--- src/rtl/imh_pkg.sv ---
// Package for the indexed min-heap: word types, opcodes, status codes
// and controller states. No dependencies.
package imh_pkg;

    typedef enum logic [2:0] {
        OP_QUERY    = 3'd0,
        OP_INSERT   = 3'd1,
        OP_DEL_MIN  = 3'd2,
        OP_CHANGE   = 3'd3,
        OP_DECREASE = 3'd4,
        OP_INCREASE = 3'd5,
        OP_DEL_ID   = 3'd6,
        OP_BAD      = 3'd7
    } opcode_t;

    typedef enum logic [2:0] {
        ST_OK      = 3'd0,
        ST_FULL    = 3'd1,
        ST_EMPTY   = 3'd2,
        ST_ABSENT  = 3'd3,
        ST_BAD_OP  = 3'd4
    } status_t;

    typedef struct packed {
        logic [2:0]         opcode;
        logic [7:0]         item_id;
        logic signed [31:0] new_key;
    } in_word_t;

    typedef struct packed {
        logic [2:0]         status;
        logic [7:0]         removed_id;
        logic [7:0]         min_id;
        logic signed [31:0] min_key;
        logic [8:0]         count;
        logic               is_empty;
        logic               id_present;
        logic signed [31:0] id_key;
    } out_word_t;

    typedef enum logic [4:0] {
        S_IDLE, S_RD_POS, S_DECIDE,
        S_DM_RD, S_DM_WR,
        S_DI_RD, S_DI_WR,
        S_KEY_WR,
        S_UP_RD, S_UP_KEY, S_UP_CMP,
        S_DN_RD, S_DN_KEY, S_DN_KEY2, S_DN_CMP,
        S_SWAP,
        S_CLR_POS,
        S_RPT_RD, S_RPT_KEY, S_RPT_OUT, S_HOLD
    } state_t;

    // Controller to datapath command.
    typedef struct packed {
        logic load_in;
        logic rd_pos;       // read id_position[item_id]
        logic ins_write;    // append id at count+1
        logic dm_read;      // read heap slot 1 and slot count
        logic dm_write;     // move last into slot 1, drop count
        logic di_read;      // read slot count (last)
        logic di_write;     // move last into p, drop count
        logic key_write;
        logic up_read;      // read ids at k and k/2
        logic dn_read;      // read ids at k and 2k
        logic dn_read_r;    // read id at 2k+1
        logic key_read;     // read keys of the ids at k and partner
        logic key_read_r;   // read key of the id at 2k+1
        logic up_cmp;
        logic dn_cmp;
        logic swap;
        logic clr_pos;
        logic rpt_read;
        logic rpt_key;
        logic rpt_out;
        logic set_status;
        logic [2:0] status;
    } cmd_t;

    // Datapath to controller status.
    typedef struct packed {
        logic [2:0] opcode;
        logic       present;
        logic       full;
        logic       empty;
        logic       last_slot;  // deleted id sits in the last slot
        logic       move;       // last compare asks for an exchange
        logic       up_done;    // k reached the root
        logic       dn_done;    // no child of k
    } sts_t;

endpackage

--- src/rtl/imh_ctrl.sv ---
// Controller state machine of the indexed min-heap.
// Depends on imh_pkg.
module imh_ctrl (
    input  logic            aclk,
    input  logic            aresetn,
    input  logic            s_valid,
    output logic            s_ready,
    output logic            m_valid,
    input  logic            m_ready,
    output imh_pkg::cmd_t   cmd,
    input  imh_pkg::sts_t   sts
);
    import imh_pkg::*;

    state_t state_reg, state_next;
    logic   up_phase_reg, up_phase_next;   // key change: up then down

    always_ff @(posedge aclk) begin
        if (!aresetn) begin
            state_reg    <= S_IDLE;
            up_phase_reg <= 1'b0;
        end else begin
            state_reg    <= state_next;
            up_phase_reg <= up_phase_next;
        end
    end

    always_comb begin
        state_next    = state_reg;
        up_phase_next = up_phase_reg;
        case (state_reg)
            S_IDLE:   if (s_valid) state_next = S_RD_POS;
            S_RD_POS: state_next = S_DECIDE;
            S_DECIDE: begin
                state_next = S_RPT_RD;
                case (sts.opcode)
                    OP_INSERT: if (!sts.present && !sts.full) state_next = S_UP_RD;
                    OP_DEL_MIN: if (!sts.empty) state_next = S_DM_RD;
                    OP_CHANGE, OP_DECREASE, OP_INCREASE: if (sts.present) begin
                        state_next    = S_KEY_WR;
                        up_phase_next = 1'b1;
                    end
                    OP_DEL_ID: if (sts.present) state_next = S_DI_RD;
                    default: state_next = S_RPT_RD;
                endcase
            end
            S_KEY_WR: state_next = S_UP_RD;
            S_DM_RD:  state_next = S_DM_WR;
            S_DM_WR:  state_next = S_DN_RD;
            S_DI_RD:  state_next = S_DI_WR;
            S_DI_WR: begin
                if (sts.last_slot) state_next = S_CLR_POS;
                else begin
                    state_next    = S_UP_RD;
                    up_phase_next = 1'b1;
                end
            end
            S_UP_RD:  state_next = sts.up_done ? S_UP_CMP : S_UP_KEY;
            S_UP_KEY: state_next = S_UP_CMP;
            S_UP_CMP: begin
                if (!sts.up_done && sts.move) state_next = S_SWAP;
                else if (up_phase_reg) begin
                    up_phase_next = 1'b0;
                    state_next    = S_DN_RD;
                end else state_next = S_RPT_RD;
            end
            S_DN_RD:   state_next = S_DN_KEY;
            S_DN_KEY:  state_next = S_DN_KEY2;
            S_DN_KEY2: state_next = S_DN_CMP;
            S_DN_CMP: begin
                if (!sts.dn_done && sts.move) state_next = S_SWAP;
                else if (sts.opcode inside {OP_DEL_MIN, OP_DEL_ID})
                    state_next = S_CLR_POS;
                else state_next = S_RPT_RD;
            end
            S_SWAP:    state_next = up_phase_reg || sts.opcode == OP_INSERT ?
                                    S_UP_RD : S_DN_RD;
            S_CLR_POS: state_next = S_RPT_RD;
            S_RPT_RD:  state_next = S_RPT_KEY;
            S_RPT_KEY: state_next = S_RPT_OUT;
            S_RPT_OUT: state_next = S_HOLD;
            S_HOLD:    if (m_ready) state_next = S_IDLE;
            default:   state_next = S_IDLE;
        endcase
    end

    always_comb begin
        cmd        = '0;
        cmd.status = ST_OK;
        s_ready    = 1'b0;
        m_valid    = 1'b0;
        case (state_reg)
            S_IDLE: begin
                s_ready     = 1'b1;
                cmd.load_in = s_valid;
            end
            S_RD_POS: cmd.rd_pos = 1'b1;
            S_DECIDE: begin
                cmd.set_status = 1'b1;
                case (sts.opcode)
                    OP_QUERY: cmd.status = ST_OK;
                    OP_INSERT: begin
                        if (sts.present || sts.full) cmd.status = ST_FULL;
                        else cmd.ins_write = 1'b1;
                    end
                    OP_DEL_MIN: if (sts.empty) cmd.status = ST_EMPTY;
                    OP_CHANGE, OP_DECREASE, OP_INCREASE, OP_DEL_ID:
                        if (!sts.present) cmd.status = ST_ABSENT;
                    default: cmd.status = ST_BAD_OP;
                endcase
            end
            S_KEY_WR:  cmd.key_write = 1'b1;
            S_DM_RD:   cmd.dm_read = 1'b1;
            S_DM_WR:   cmd.dm_write = 1'b1;
            S_DI_RD:   cmd.di_read = 1'b1;
            S_DI_WR:   cmd.di_write = 1'b1;
            S_UP_RD:   cmd.up_read = 1'b1;
            S_UP_KEY:  cmd.key_read = 1'b1;
            S_UP_CMP:  cmd.up_cmp = 1'b1;
            S_DN_RD:   cmd.dn_read = 1'b1;
            S_DN_KEY: begin
                cmd.key_read  = 1'b1;
                cmd.dn_read_r = 1'b1;
            end
            S_DN_KEY2: cmd.key_read_r = 1'b1;
            S_DN_CMP:  cmd.dn_cmp = 1'b1;
            S_SWAP:    cmd.swap = 1'b1;
            S_CLR_POS: cmd.clr_pos = 1'b1;
            S_RPT_RD:  cmd.rpt_read = 1'b1;
            S_RPT_KEY: cmd.rpt_key = 1'b1;
            S_RPT_OUT: cmd.rpt_out = 1'b1;
            S_HOLD:    m_valid = 1'b1;
            default: ;
        endcase
    end

    a_one_side: assert property (@(posedge aclk) disable iff (!aresetn)
        !(s_ready && m_valid)) else $error("input and result both open");
    a_hold: assert property (@(posedge aclk) disable iff (!aresetn)
        m_valid && !m_ready |=> m_valid) else $error("result dropped");
    a_take: assert property (@(posedge aclk) disable iff (!aresetn)
        s_valid && s_ready |=> state_reg == S_RD_POS) else $error("word lost");

endmodule

--- config.mk ---
export PLATFORM = sky130hd
export DESIGN_NAME = imh_ctrl
export DESIGN_NICKNAME = d
export VERILOG_FILES = /design/src/rtl/imh_pkg.sv /design/src/rtl/imh_ctrl.sv
export SDC_FILE = /design/constraint.sdc
export NUM_CORES = 1
export LEC_CHECK = 0
export ABC_CLOCK_PERIOD_IN_PS = 1850
export BUFFER_PORTS_ARGS = -buffer_cell sky130_fd_sc_hd__buf_4
export CORE_UTILIZATION = 45
export CTS_CLUSTER_DIAMETER = 60
export DETAILED_ROUTE_END_ITERATION = 12
export HOLD_SLACK_MARGIN = 0.12
export PLACE_DENSITY = 0.76
export SLEW_MARGIN = 20
export SYNTH_ARGS = -nofsm -noshare
export SYNTH_HDL_FRONTEND = slang
export SYNTH_SLANG_ARGS = --single-unit
--- constraint.sdc ---
create_clock -name aclk -period 1.85 [get_ports aclk]
set_input_delay 0.0925 -clock aclk [delete_from_list [all_inputs] [get_ports aclk]]
set_output_delay 0.0925 -clock aclk [all_outputs]
set_load 0.02 [all_outputs]
**After elaboration in Yosys (flattened, before gate mapping)**

Index checks and enable logic that the tools add are counted.

- Register bits after elaboration: 6
- Bits of input ports: 14
- Output and inout port bits: 26
- Word-level logic and storage cells: 101

- Equality and inequality tests: 32
- Muxes and demuxes: 49
- Reductions and logical operators: 18

Operators with widths:

| cell | number |
|---|---|
| case mux 5 bit (21 select lines) | 1 |
| two-way mux 5 bit | 10 |
| equality test 5 x 4 -> 1 bit (second input constant) | 8 |
| two-way mux 1 bit | 30 |
| equality test 5 bit (second input constant) | 5 |
| equality test 5 x 3 -> 1 bit (second input constant) | 4 |
| case mux 5 bit (4 select lines) | 1 |
| case mux 3 bit (4 select lines) | 1 |
| equality test 5 x 2 -> 1 bit (second input constant) | 2 |
| inequality test 2 bit (second input constant) | 5 |
| equality test 3 bit (second input constant) | 3 |
| two-way mux 2 bit | 4 |
| equality test 3 x 2 -> 1 bit (second input constant) | 2 |
| equality test 5 x 1 -> 1 bit (second input constant) | 1 |
| logical NOT 5 bit | 1 |
| AND reduction 5 bit | 1 |
| logical NOT 1 bit | 4 |
| two-way mux 4 bit | 1 |
| OR reduction 4 bit | 1 |
| equality test 3 x 1 -> 1 bit (second input constant) | 1 |
| logical AND 1 bit | 3 |
| logical NOT 3 bit | 1 |
| case mux 1 bit (3 select lines) | 1 |
| nonzero test 3 bit | 1 |
| 6 further kinds | 7 |

**Longest topological paths before layout**

Gate-level depths: netlist (run 1).

- Word-level depth: 5
- Mapped depth: 6
- Mapped depth without buffers: 5

**Least setup slack after synthesis (run 1)**

Ideal clock, no wire load.

- Path type: reg2out
- Start point: register state_reg[4]
- End point: output port cmd[23] in the netlist's numbering
- Data arrival time: 1520 ps
- Data required time: 1757 ps
- Slack: 238 ps
- Stages on the path, launching flop included: 5
- Path buffers: 1
- Cells stage by stage: dfxtp_1 > buf_6 > or3_1 > nor2_1 > and2_1

RTL lines:

| element | RTL line | text |
|---|---|---|
| start: declaration | imh_ctrl.sv:15 | `state_t state_reg, state_next;` |
| start signal: assignment | imh_ctrl.sv:23 | `state_reg <= state_next;` |
| end: declaration | imh_ctrl.sv:10 | `output imh_pkg::cmd_t cmd,` |

==> results of run 1 <==
## worst reg2reg max path, stage by stage (launching register included)
cell and delay (ns):
dfxtp_1 0.54, buf_4 0.23, o21ai_1 0.07, a2111oi_0 0.55, o31a_1 0.21
## metal layers
metal  vias up  wire, µm
met2        66      1360
li1        595         -
met3         8       201
met1       513      1160
met4         0        69
met5         -         0
## final cells by class
class                   count  area (µm²)
fillers                   190       703.2
well taps                  27       33.78
repair buffers             43       322.8
multi-input cells         120       733.2
clock buffers               3       22.52
inverters                   6       22.52
flip-flops and latches      6       123.9
## synth_stat cells, drive strengths merged, types with 3 or more instances
| master | instances | share of area, % |
|---|---|---|
| nor2 | 23 | 9.5 |
| nand2 | 11 | 4.4 |
| a21oi | 10 | 5.3 |
| nand2b | 10 | 6.7 |
| buf | 9 | 6.4 |
| nor3 | 8 | 4.3 |
| dfxtp | 6 | 13 |
| inv | 6 | 2.4 |
| o21ai | 6 | 3.2 |
| nand3 | 4 | 2.1 |
| nand3b | 4 | 3.6 |
| nor2b | 3 | 2.0 |
| or3b | 3 | 3.1 |
## how the worst max path moves through the flow
stage                 start            to  slack (ns)  cells after the start
3_3_place_gp   state_reg[2]  state_reg[1]        0.22                      4
6_report       state_reg[1]       cmd[23]        0.15                      5
4_1_cts        state_reg[4]        cmd[0]        0.07                      6
3_5_place_dp   state_reg[2]  state_reg[1]        0.20                      4
5_1_grt        state_reg[1]       cmd[23]        0.04                      5
2_1_floorplan  state_reg[4]       cmd[23]        0.24                      4
## power groups by stage
| stage | clock, mW | combinational [mW] | sequential (mW) |
|---|---|---|---|
| 6_report | 0.119 | 0.985 | 0.323 |
| 3_3_place_gp | 0 | 0.948 | 0.307 |
| 2_1_floorplan | 0 | 0.774 | 0.211 |
| 4_1_cts | 0.123 | 0.960 | 0.307 |
| 5_1_grt | 0.131 | 1.07 | 0.335 |
| 3_5_place_dp | 0 | 0.954 | 0.308 |
## repair_timing
action                     CTS  global route
pin swaps                    0             1
gates resized for setup      1             3
setup buffers                0             1
setup endpoints to repair    1             2
hold buffers                 0             0
## cells by family (layout without fill, tap and decap cells)
logic type,Yosys count,after routing,synth area share [%]
AND/OR/NAND/NOR,78,78,45.53
AO/OA/AOI/OAI,40,40,30.18
buffers and inverters,17,52,9.613
flip-flops,6,6,12.82
XOR/XNOR,2,2,1.870
==> results by stage, run 1 <==
Detailed routing:
- The remaining routing DRC violations is 0.
- The residual antenna-violating net count after detailed routing is 0.
- After the first detailed-routing iteration, the DRC count stood at 36.
- The average vias per placed instance is 5.766.
- The detailed-route wire length is 2792 µm.
- The final route contains 1182 vias.
- Dividing the detail-routed wire length by the instance count gives 13.62 µm.
- Before antenna repair, the detailed router went through 4 iterations.

Synth:
- The number of enable flip-flop cells after synthesis is 0.
- The number of register bits inferred by synthesis is 6.
- For this run, the number of Yosys warnings is 0.
- The combined area of all synthesized cells is 937.1 µm².
- The portion of the post-synthesis area used by sequential elements is 12.82%.
- The gate count after technology mapping is 143.
- The fraction of registers with async set/reset is 0%.
- The number of nets in the synthesized netlist is 157.
- The number of distinct library cells after synthesis is 52.
- For this run, the leading register cell type out of synthesis is dfxtp_1.
- The average footprint of a synthesized cell is 6.553 µm².

Placement:
- The final HPWL from detailed placement is 2181 µm.
- Prior to clock tree synthesis, the placed netlist has a worst setup slack of 0.1965 ns.
- Once placement finished, the instance area stood at 1219 µm².
- The congestion estimate from routability-driven global placement came to 0.9657.
- The count of input and output buffers is 39.
- Counting tap cells, the placed design contains a total of 201 instances.

Floorplan:
- The vertical extent of the die is 47.64 µm.
- The floorplan die area is 2269 µm².
- The width of the die is 47.64 µm.
- The core footprint is 1962 µm².
- The floorplan row count is 16.
- For this configuration, the core starts out at a cell density of 47.77%.
- For this design the top-level I/O count stands at 40.

Global routing:
- The number of global-route vias before repair is 973.
- The number of antenna violations at the first check in global routing is 0.
- For met2 alone, demand over resource in global routing was 44.66%.
- The global-route layer with the greatest usage is met2.
- The met1 usage is 31.91%.
- Entering global routing, the biggest net connects 19 pins.
- The first global-routing pass estimated 4140 µm of wire.
- The overall routing resource usage is 25.02%.
- The aggregate global routing overflow is 0.
- Global routing consumed, on the met3 layer, 2.264% of the routing resources.

Outcome:
- The run finished with clean final reports.

STA:
- The setup clock skew after layout is 0.003460 ns.
- Setup violations remaining at the end of the flow were counted as 0.
- The ratio of final minimum period to clock period is 92.14%.
- Hold timing on the final database bottoms out at a slack of 0.1432 ns.
- The post-route worst setup slack is 0.1455 ns.
- The upper clock frequency limit is 586.7 MHz.
- The number of pins exceeding their max-slew limit in the final report is 0.
- At the pin with the least slew margin, the transition time is 0.5451 ns.
- The hold violation total from the final report came to 0.
- The final period demand of the worst path is 1.705 ns.
- Setup repair after global routing left no endpoint under its margin.
- The worst pin sits at a relative slew slack of 62.72%.
- The total negative slack is 0 ns.

Critical path:
- Among cell families on the critical path, the largest total delay comes from simple AND/OR/NAND/NOR gates.
- The maximum single-stage delay on the critical path is 0.39 ns.
- The setup slack of the worst register-to-register path is 0.19 ns.
- The number of buffers and inverters on the critical path is 2.
- The maximum fanout along the worst path is 14.
- The category of the worst setup path capture point is a primary output.
- The endpoint arrival time on the critical path is 1.61 ns.
- The worst register-to-register path begins at state_reg[0].
- For this design, the slowest cell found on the critical path is or3_1.
- Counting cells, the worst reg-to-reg path comes to 4.
- Walking the worst path, the cells encountered are buf_4 > or3_1 > nor2_1 > and2_1 > buf_4.
- The cell that appears most often on the critical path is buf_4.
- The startpoint kind of the worst setup timing path is a register.
- The setup path with the least slack is of type reg2out.
- The endpoint identified for the worst register-to-register timing path is state_reg[3].
- The required arrival time at the worst endpoint is 1.76 ns.

Job:
- Max-cap violations in this run came to 0.

Clock tree:
- The clock sink total is 6.
- The cell sitting at the root of the clock tree is a clkbuf_4.
- The maximum buffer depth of the clock tree is 2.
- The total CTS buffers is 3.
- The number of levels in the clock H-tree is 1.
- TritonCTS built the clock tree.
- Clock-pin slew was measured on the worst setup and hold paths at 0.05 ns.
- The clock reaches the later pin of the worst-skew pair after 0.24 ns.

Power and ir drop:
- Of the total power, combinational logic draws 69.0%.
- The ratio of total power to cell area is 1134 nW/µm².
- The portion of total power attributed to the clock network is 8.4%.
- The relative contribution of sequential cells to total power is 22.7%.
- VDD sags by at most 0.0007314 V.
- The internal power consumption is 0.6898 mW.
- The sum of internal, switching and leakage power is 1.427 mW.
- The cell leakage power is 0.5420 nW.
- The analysis attributes to net switching a power of 0.7374 mW.
- Net switching is 51.67% of the power.

Worst hold path:
- The min-delay analysis places its worst path in the category in2reg.
- Along the worst hold path, the cell count comes to 2.
- The worst hold path terminates at state_reg[2].
- The worst hold path begins at aresetn.

Finish:
- The final antenna diode count is 0.
- The flip-flop count of the largest register after layout is 5.
- The number of nets in the layout is 194.
- In the layout the commonest cells are buf_4, nor2_1, nand2_1.
- With fillers left out, the area of the finished cells amounts to 1259 µm².
- The proportion of layout cells with a drive suffix above 1 is 32.58%.
- The library cell used most frequently in the layout, excluding fill and tap cells, is buf_4.
- From synthesis to final layout, the design area changed by 34.31%.
- The count of placed standard cells in the final layout, fillers left out is 205.
- The share of the core filled with cells is 64.16%.
Power figures use the tool's default switching activity.
==> run 2, diff against run 1 <==
--- a/config.mk
+++ b/config.mk
@@ -7,11 +7,13 @@
 export LEC_CHECK = 0
 export ABC_CLOCK_PERIOD_IN_PS = 1850
 export BUFFER_PORTS_ARGS = -buffer_cell sky130_fd_sc_hd__buf_4
-export CORE_UTILIZATION = 45
+export CELL_PAD_IN_SITES_DETAIL_PLACEMENT = 0
+export CELL_PAD_IN_SITES_GLOBAL_PLACEMENT = 2
+export CORE_UTILIZATION = 24
 export CTS_CLUSTER_DIAMETER = 60
 export DETAILED_ROUTE_END_ITERATION = 12
 export HOLD_SLACK_MARGIN = 0.12
-export PLACE_DENSITY = 0.76
+export PLACE_DENSITY_LB_ADDON = 0.1
 export SLEW_MARGIN = 20
 export SYNTH_ARGS = -nofsm -noshare
 export SYNTH_HDL_FRONTEND = slang
==> run 2 against run 1 <==
Combinational power grew 11%. Clock skew is 0.0026 ns lower. Global-route usage is 8.3 points lower. Cell count increased by 13%. Clock-buffer cell count unchanged. Critical endpoint is now cmd[0]. Non-clock buffer count rose by 5. Worst setup slack improved by 0.024 ns. Routed wire length up 17%. Critical path depth grew 1. Utilization shrank 28 points. Power grew 10%. Largest power group unchanged.
==> results by stage, run 2 (synthesis gave the netlist of run 1 again) <==
Floorplan:
- The width of the die is 64.49 µm.
- The I/O pin count is 40.
- The core footprint is 3716 µm².
- The floorplan die area is 4159 µm².
- For this configuration, the core starts out at a cell density of 25.22%.
- The vertical extent of the die is 64.49 µm.
- The floorplan row count is 22.

Placement:
- The wire-length estimate of the detail-placed layout is 2602 µm.
- The standard cell area after detailed placement is 1282 µm².
- The placer's final routability congestion estimate is 0.8223.
- Before CTS, the worst setup slack after placement is 0.1702 ns.
- Input and output buffers added on the ports amount to 39.

Finish:
- The proportion of layout cells with a drive suffix above 1 is 33.88%.
- Measured on the finished design, the core utilization comes to 36.06%.
- The number of nets in the layout is 199.
- Counting the fill cells in the layout gives 419.
- The post-route standard cell area excluding fillers is 1340 µm².
- The number of antenna diodes in the final layout is 0.
- The register with the most flip-flops in the layout has 5 of them.
- The library cell used most frequently in the layout, excluding fill and tap cells, is buf_4.
- The relative area change from synthesis to final layout is 42.99%.
- The top cell types in the final layout, fill and taps aside, are buf_4, nor2_1, nand2_1.

Critical path:
- The worst setup path is of the reg2out kind.
- The category of the worst setup path capture point is a primary output.
- The endpoint arrival time on the critical path is 1.59 ns.
- The startpoint kind of the worst setup timing path is a register.
- The required arrival time at the worst endpoint is 1.76 ns.
- In this run the worst path has a maximum fanout of 11.

Detailed routing:
- The residual antenna-violating net count after detailed routing is 0.
- In the routed design, unresolved DRC markers number 0.
- The average wire per standard cell is 14.16 µm.
- Summing over every cut layer, the via total after detailed routing is 1170.
- For this run, the detailed router's first-pass iteration total came to 4.
- Using the TritonRoute via totals, the vias-per-cell ratio works out to 5.065.
- The routed design has 3271 µm of wire.
- The number of DRC markers in iteration 0 is 72.

Global routing:
- The maximum number of pins on one net before global-route repair is 17.
- Global routing finished with a remaining overflow of 0.
- The overall routing resource usage is 16.67%.
- The number of antenna violations at the first check in global routing was 0.
- The number of global-route vias before repair is 1123.
- The global-route wire length before repair is 5444 µm.

Worst hold path:
- The classification of the worst-slack hold path is in2reg.

STA:
- Across the routed clock network, the largest skew measured is 0.0008609 ns.
- The number of pins exceeding their max-slew limit in the final report was 0.
- Derived from the worst setup path, the maximum achievable clock frequency is 594.9 MHz.
- The final period demand of the worst path is 1.681 ns.
- The worst path uses 90.87% of the clock period.
- The final setup violation count is 0.
- The post-route worst setup slack is 0.1690 ns.
- For the pin with the worst max-slew slack, the measured transition is 0.5966 ns.
- The hold violation total from the final report is 0.
- In this run the tightest slew margin relative to its limit is 59.20%.
- The total negative slack is 0 ns.
- Setup repair after global routing left no endpoint under its margin.

Power and ir drop:
- The cell leakage power is 0.5739 nW.
- Summing internal, switching and leakage power gives 1.576 mW.
- VDD sags by at most 0.0003069 V.
- The ratio of total power to cell area is 1176 nW/µm².

Outcome:
- The flow ran to the end, and the final reports show no timing, DRC or antenna violations.

Clock tree:
- The clock tree from TritonCTS is yes.
- The root buffer cell is clkbuf_8.
- The number of levels in the clock H-tree is 1.
- The clock transition at the registers of the reported paths is 0.04 ns.
- Counting along the longest clock path gives a buffer depth of 2.
- The clock sink total is 6.
- Counting the buffers created by CTS gives 3.
- The clock reaches the later pin of the worst-skew pair after 0.22 ns.

Job:
- The number of violations of the max-capacitance limit is 0.
## run 2: worst paths after layout
| path | start | endpoint | slack, ns | cells after the start |
|---|---|---|---|---|
| worst max-delay path | state_reg[3] | cmd[0] | 0.17 | 6 |
| worst min-delay path | aresetn | state_reg[2] | 0.17 | 2 |
| worst max register to register | state_reg[0] | state_reg[3] | 0.19 | 4 |
| worst min register to register | up_phase_reg | up_phase_reg | 0.59 | 1 |
## run 2: power breakdown
| group | switching [mW] | total [mW] | leakage, nW | internal, mW |
|---|---|---|---|---|
| Clock | 0.0581 | 0.198 | 0.0216 | 0.140 |
| Sequential | 0.115 | 0.291 | 0.0500 | 0.176 |
| Combinational | 0.610 | 1.09 | 0.502 | 0.477 |
| Total | 0.783 | 1.58 | 0.574 | 0.793 |
## run 2: layer usage
layer  up-vias  GRT usage (%)  routed length, µm
met1       536          22.33               1579
met4         0          5.000                 29
li1        597              -                  -
met2        33          28.29               1527
met3         4          1.232                133
met5         -              0                  0
## run 2: critical path, stage by stage, from the launching register on
cell and delay (ns):
dfxtp_1 0.43, nor2_1 0.28, nand2_1 0.19, inv_2 0.13, nand3_1 0.07, nor2_1 0.11, buf_4 0.15
## run 2: what timing repair did
item / 4_1_cts / 5_1_grt
hold buffers: 0 / 0
hold endpoints to repair: 0 / 0
resized for setup: 0 / 3
setup buffers: 0 / 1
setup endpoints to repair: 0 / 3
## run 2: cell type report
cell class,instances,area [µm²],area share [%]
inverter,6,22.52,1.681
multi-input combinational,120,733.2,54.72
clock buffer,3,41.29,3.081
tap,48,60.06,4.482
timing repair buffer,48,360.3,26.89
sequential,6,122.6,9.150
## run 2: per-stage QoR
stage               hold WS [ns]  std cells
finish                    0.1703        231
global route              0.1751        231
CTS                       0.1685        230
detailed placement        0.4008        227
global placement          0.3964        227
floorplan                 0.2204        143
==> run 3, diff against run 2 <==
--- a/config.mk
+++ b/config.mk
@@ -5,11 +5,12 @@
 export SDC_FILE = /design/constraint.sdc
 export NUM_CORES = 1
 export LEC_CHECK = 0
+export ABC_AREA = 1
 export ABC_CLOCK_PERIOD_IN_PS = 1850
 export BUFFER_PORTS_ARGS = -buffer_cell sky130_fd_sc_hd__buf_4
 export CELL_PAD_IN_SITES_DETAIL_PLACEMENT = 0
 export CELL_PAD_IN_SITES_GLOBAL_PLACEMENT = 2
-export CORE_UTILIZATION = 24
+export CORE_UTILIZATION = 21
 export CTS_CLUSTER_DIAMETER = 60
 export DETAILED_ROUTE_END_ITERATION = 12
 export HOLD_SLACK_MARGIN = 0.12
==> run 3 against run 2 <==
Critical endpoint is now cmd[21]. Synthesized cell count is 20% higher. First-iteration DRC count down 19%. Critical path type unchanged. Utilization is 4.0 points lower. Combinational power is 30% lower. Routed wire length down 2.0%. Die area grew 6.4%.
==> results by stage, run 3 <==
Global routing:
- The number of antenna violations at the first check in global routing is 0.
- The first global-routing pass estimated 5264 µm of wire.
- The met3 usage is 2.911%.
- In this run the most used layer during global routing was met2.
- The aggregate global routing overflow is 0.
- The number of global-route vias before repair is 1089.
- The met2 usage is 23.72%.
- The overall routing resource usage is 15.74%.
- The maximum number of pins on one net before global-route repair is 11.
- The met1 usage is 23.55%.

Synth:
- The number of warnings reported in the yosys synthesis log is 0.
- The largest total area in the synthesized netlist belongs to nand2_1.
- By area, the combinational part of the netlist is dominated by simple AND/OR/NAND/NOR gates.
- The synthesized netlist devotes 0% of its cell area to XOR and XNOR gates.
- The top cell type by area accounts for 18.45% of the synthesized area.
- Of the total synthesized cell area, the portion taken by AND, OR, NAND and NOR gates is 62.80%.
- The total nets after synthesis is 186.
- Synthesis produced 172 cells.
- The share of the synthesized area in compound gates (AO/OA/AOI/OAI) is 8.011%.
- The post-synthesis adder-cell area fraction is 0%.
- For this run, the register share of the synthesized area comes to 13.73%.
- The most used flip-flop cell after synthesis is dfxtp_1.
- The number of register bits inferred by synthesis is 6.
- The share of synthesized area spent on multiplexers is 0%.
- Sorting the synthesized cells by area gives the leading types as nand2_1, dfxtp_1, nor2_1.
- nand2_1 is the most common cell in the netlist.
- Yosys mapped the design onto 20 distinct sky130hd cell types.
- The combined area of all synthesized cells is 874.6 µm².
- Of all flip-flops after synthesis, the portion carrying an async set or reset was 0%.
- By count the netlist is led by nand2_1, nor2_1, inv_1.
- Counting flops with a built-in enable in the synthesized netlist gives 0.
- Dividing the synthesized area by the synthesized cell count gives 5.085 µm².

Clock tree:
- The tree built by TritonCTS fans out to 6 sinks.
- The number of levels in the clock H-tree is 1.
- No sink is reached through more buffers than the 2 on the longest clock path.
- The clock transition at the registers of the reported paths is 0.04 ns.
- The insertion delay of the later-clocked pin in the worst-skew pair is 0.22 ns.
- TritonCTS built the clock tree.
- The total CTS buffers is 3.
- The root buffer cell is clkbuf_8.

Floorplan:
- The width of the die is 66.54 µm.
- From bottom edge to top edge, the die measures 66.54 µm.
- The initial core utilization is 21.86%.
- The floorplan die area is 4427 µm².
- The core region is 4000 µm².
- The I/O pin count is 40.
- The floorplan row count is 23.

Power and ir drop:
- The worst-case IR drop observed on VDD is 0.0004730 V.
- The cell leakage power is 0.7507 nW.
- After layout, the design draws a total of 1.195 mW.
- The ratio of total power to cell area is 932.8 nW/µm².

STA:
- The final critical path takes up 84.22% of the cycle.
- The hold violation total from the final report is 0.
- Setup repair after global routing left no endpoint under its margin.
- Setup violations remaining at the end of the flow were counted as 0.
- The relative slew slack is 75.92%.
- The upper clock frequency limit is 641.8 MHz.
- At the pin with the least slew margin, the transition time is 0.3607 ns.
- The total negative slack is 0 ns.
- The setup clock skew after layout is 0.0002119 ns.
- The final period demand of the worst path is 1.558 ns.
- The number of pins exceeding their max-slew limit in the final report was 0.

Finish:
- The number of nets in the layout is 231.
- The count of placed standard cells in the final layout, fillers left out is 265.
- After filler insertion, the fill cell instance count of the layout stands at 484.
- The relative area change from synthesis to final layout is 46.50%.
- The flip-flop count of the largest register after layout is 5.
- The number of antenna diodes in the final layout is 0.
- The proportion of layout cells with a drive suffix above 1 is 31.63%.
- The most common cell after layout, fill and taps aside is nand2_1.
- The top cell types in the final layout, fill and taps aside, are nand2_1, buf_4, nor2_1.

Placement:
- Buffers placed on the I/O ports in this run total 39.
- The placer's final routability congestion estimate is 0.8656.
- Summed over all nets, the half-perimeter wirelength after detailed placement is 2735 µm.
- The number of placed instances, taps included, is 261.

Critical path:
- The required arrival time at the worst endpoint is 1.76 ns.
- The maximum single-stage delay on the critical path is 0.44 ns.
- The startpoint identified for the worst register-to-register timing path is state_reg[4].
- The worst setup path is captured at a primary output.
- The endpoint identified for the worst register-to-register timing path is state_reg[0].
- Data arrives at the worst endpoint at 1.47 ns.
- For the worst flop-to-flop path, the logic depth is 9.
- The cell type group with the largest total delay on the critical path is simple AND/OR/NAND/NOR gates.
- The setup slack of the worst register-to-register path is 0.37 ns.
- STA classifies the critical path startpoint as a register.
- The signal on the critical path passes through inv_2 > nor2_2 > nand3_1 > nor2_1 > buf_4.
- Among all stages on the critical path, the largest delay is contributed by dfxtp_1.
- Of all nets on the critical path, the largest fanout is 7.
- The critical path is of the reg2out type.
- The number of buffers and inverters on the critical path is 2.
- The number of stages on the worst setup path is 5.

Job:
- The number of violations of the max-capacitance limit is 0.

Detailed routing:
- In the final routed layout, each cell accounts on average for 12.10 µm.
- Using the TritonRoute via totals, the vias-per-cell ratio works out to 4.321.
- In this run the remaining antenna-violating nets after routing total 0.
- Before antenna repair, the detailed router went through 4 iterations.
- The total number of vias is 1145.
- Wires add up to 3207 µm.
- The remaining routing DRC violations is 0.
- The number of DRC markers in iteration 0 is 58.

Worst hold path:
- The classification of the worst-slack hold path is in2reg.
- The worst hold path begins at s_valid.
- The end point of the worst hold path is state_reg[0].
- The worst hold path passes through 5 cells.

Outcome:
- The run finished with clean final reports.
-- run 3: cell families after synthesis --
group / after synthesis
simple gates: 118
compound gates: 12
flops: 6
buf+inv: 36
-- run 3: worst max-delay path by stage --
stage	startpoint	endpoint	slack (ns)
global placement	state_reg[4]	state_reg[0]	0.34
floorplan	state_reg[1]	state_reg[3]	0.46
global route	state_reg[4]	cmd[12]	0.16
finish	state_reg[1]	cmd[21]	0.29
detailed placement	state_reg[4]	up_phase_reg	0.39
CTS	state_reg[1]	cmd[21]	0.29
-- run 3: repair_timing --
item | 4_1_cts | 5_1_grt
buffers inserted | 0 | 0
hold endpoints to repair | 3 | 0
hold buffers | 1 | 0
resized for setup | 0 | 0
-- run 3: tightest hold or removal path: stages --
cell     delay [ns]
buf_4          0.08
o21ai_0        0.07
inv_1          0.06
nand2_1        0.06
nor2_2         0.06
-- run 3: where the power goes --
part	total (mW)	switching (mW)	leakage, nW	internal (mW)
sequential	0.236	0.0686	0.0490	0.167
clock	0.196	0.0558	0.0216	0.140
combinational	0.764	0.496	0.680	0.268
-- run 3: through the flow --
stage	setup slack (ns)	hold WS [ns]	util, %	instance area [µm²]
4_1_cts	0.2902	0.2506	32.03	1281
3_5_place_dp	0.3860	0.3378	30.75	1230
6_report	0.2919	0.2384	32.03	1281
3_3_place_gp	0.3388	0.3319	30.75	1230
5_1_grt	0.1628	0.2930	32.03	1281
2_1_floorplan	0.4633	0.1901	-	874.6
-- run 3: layer usage --
metal  wire length [µm]  part of all wire, %
met3                181                  5.6
met2               1392                   43
met5                  0                    0
met4                  0                    0
met1               1633                   51
-- run 3: area by class of cell --
cell class,count,area (µm²),area share [%]
clock buffer,3,41.29,3.223
inverter,36,135.1,10.55
multi-input combinational,130,619.3,48.34
sequential,6,120.1,9.375
tap,50,62.56,4.883
timing repair buffer,40,302.8,23.63
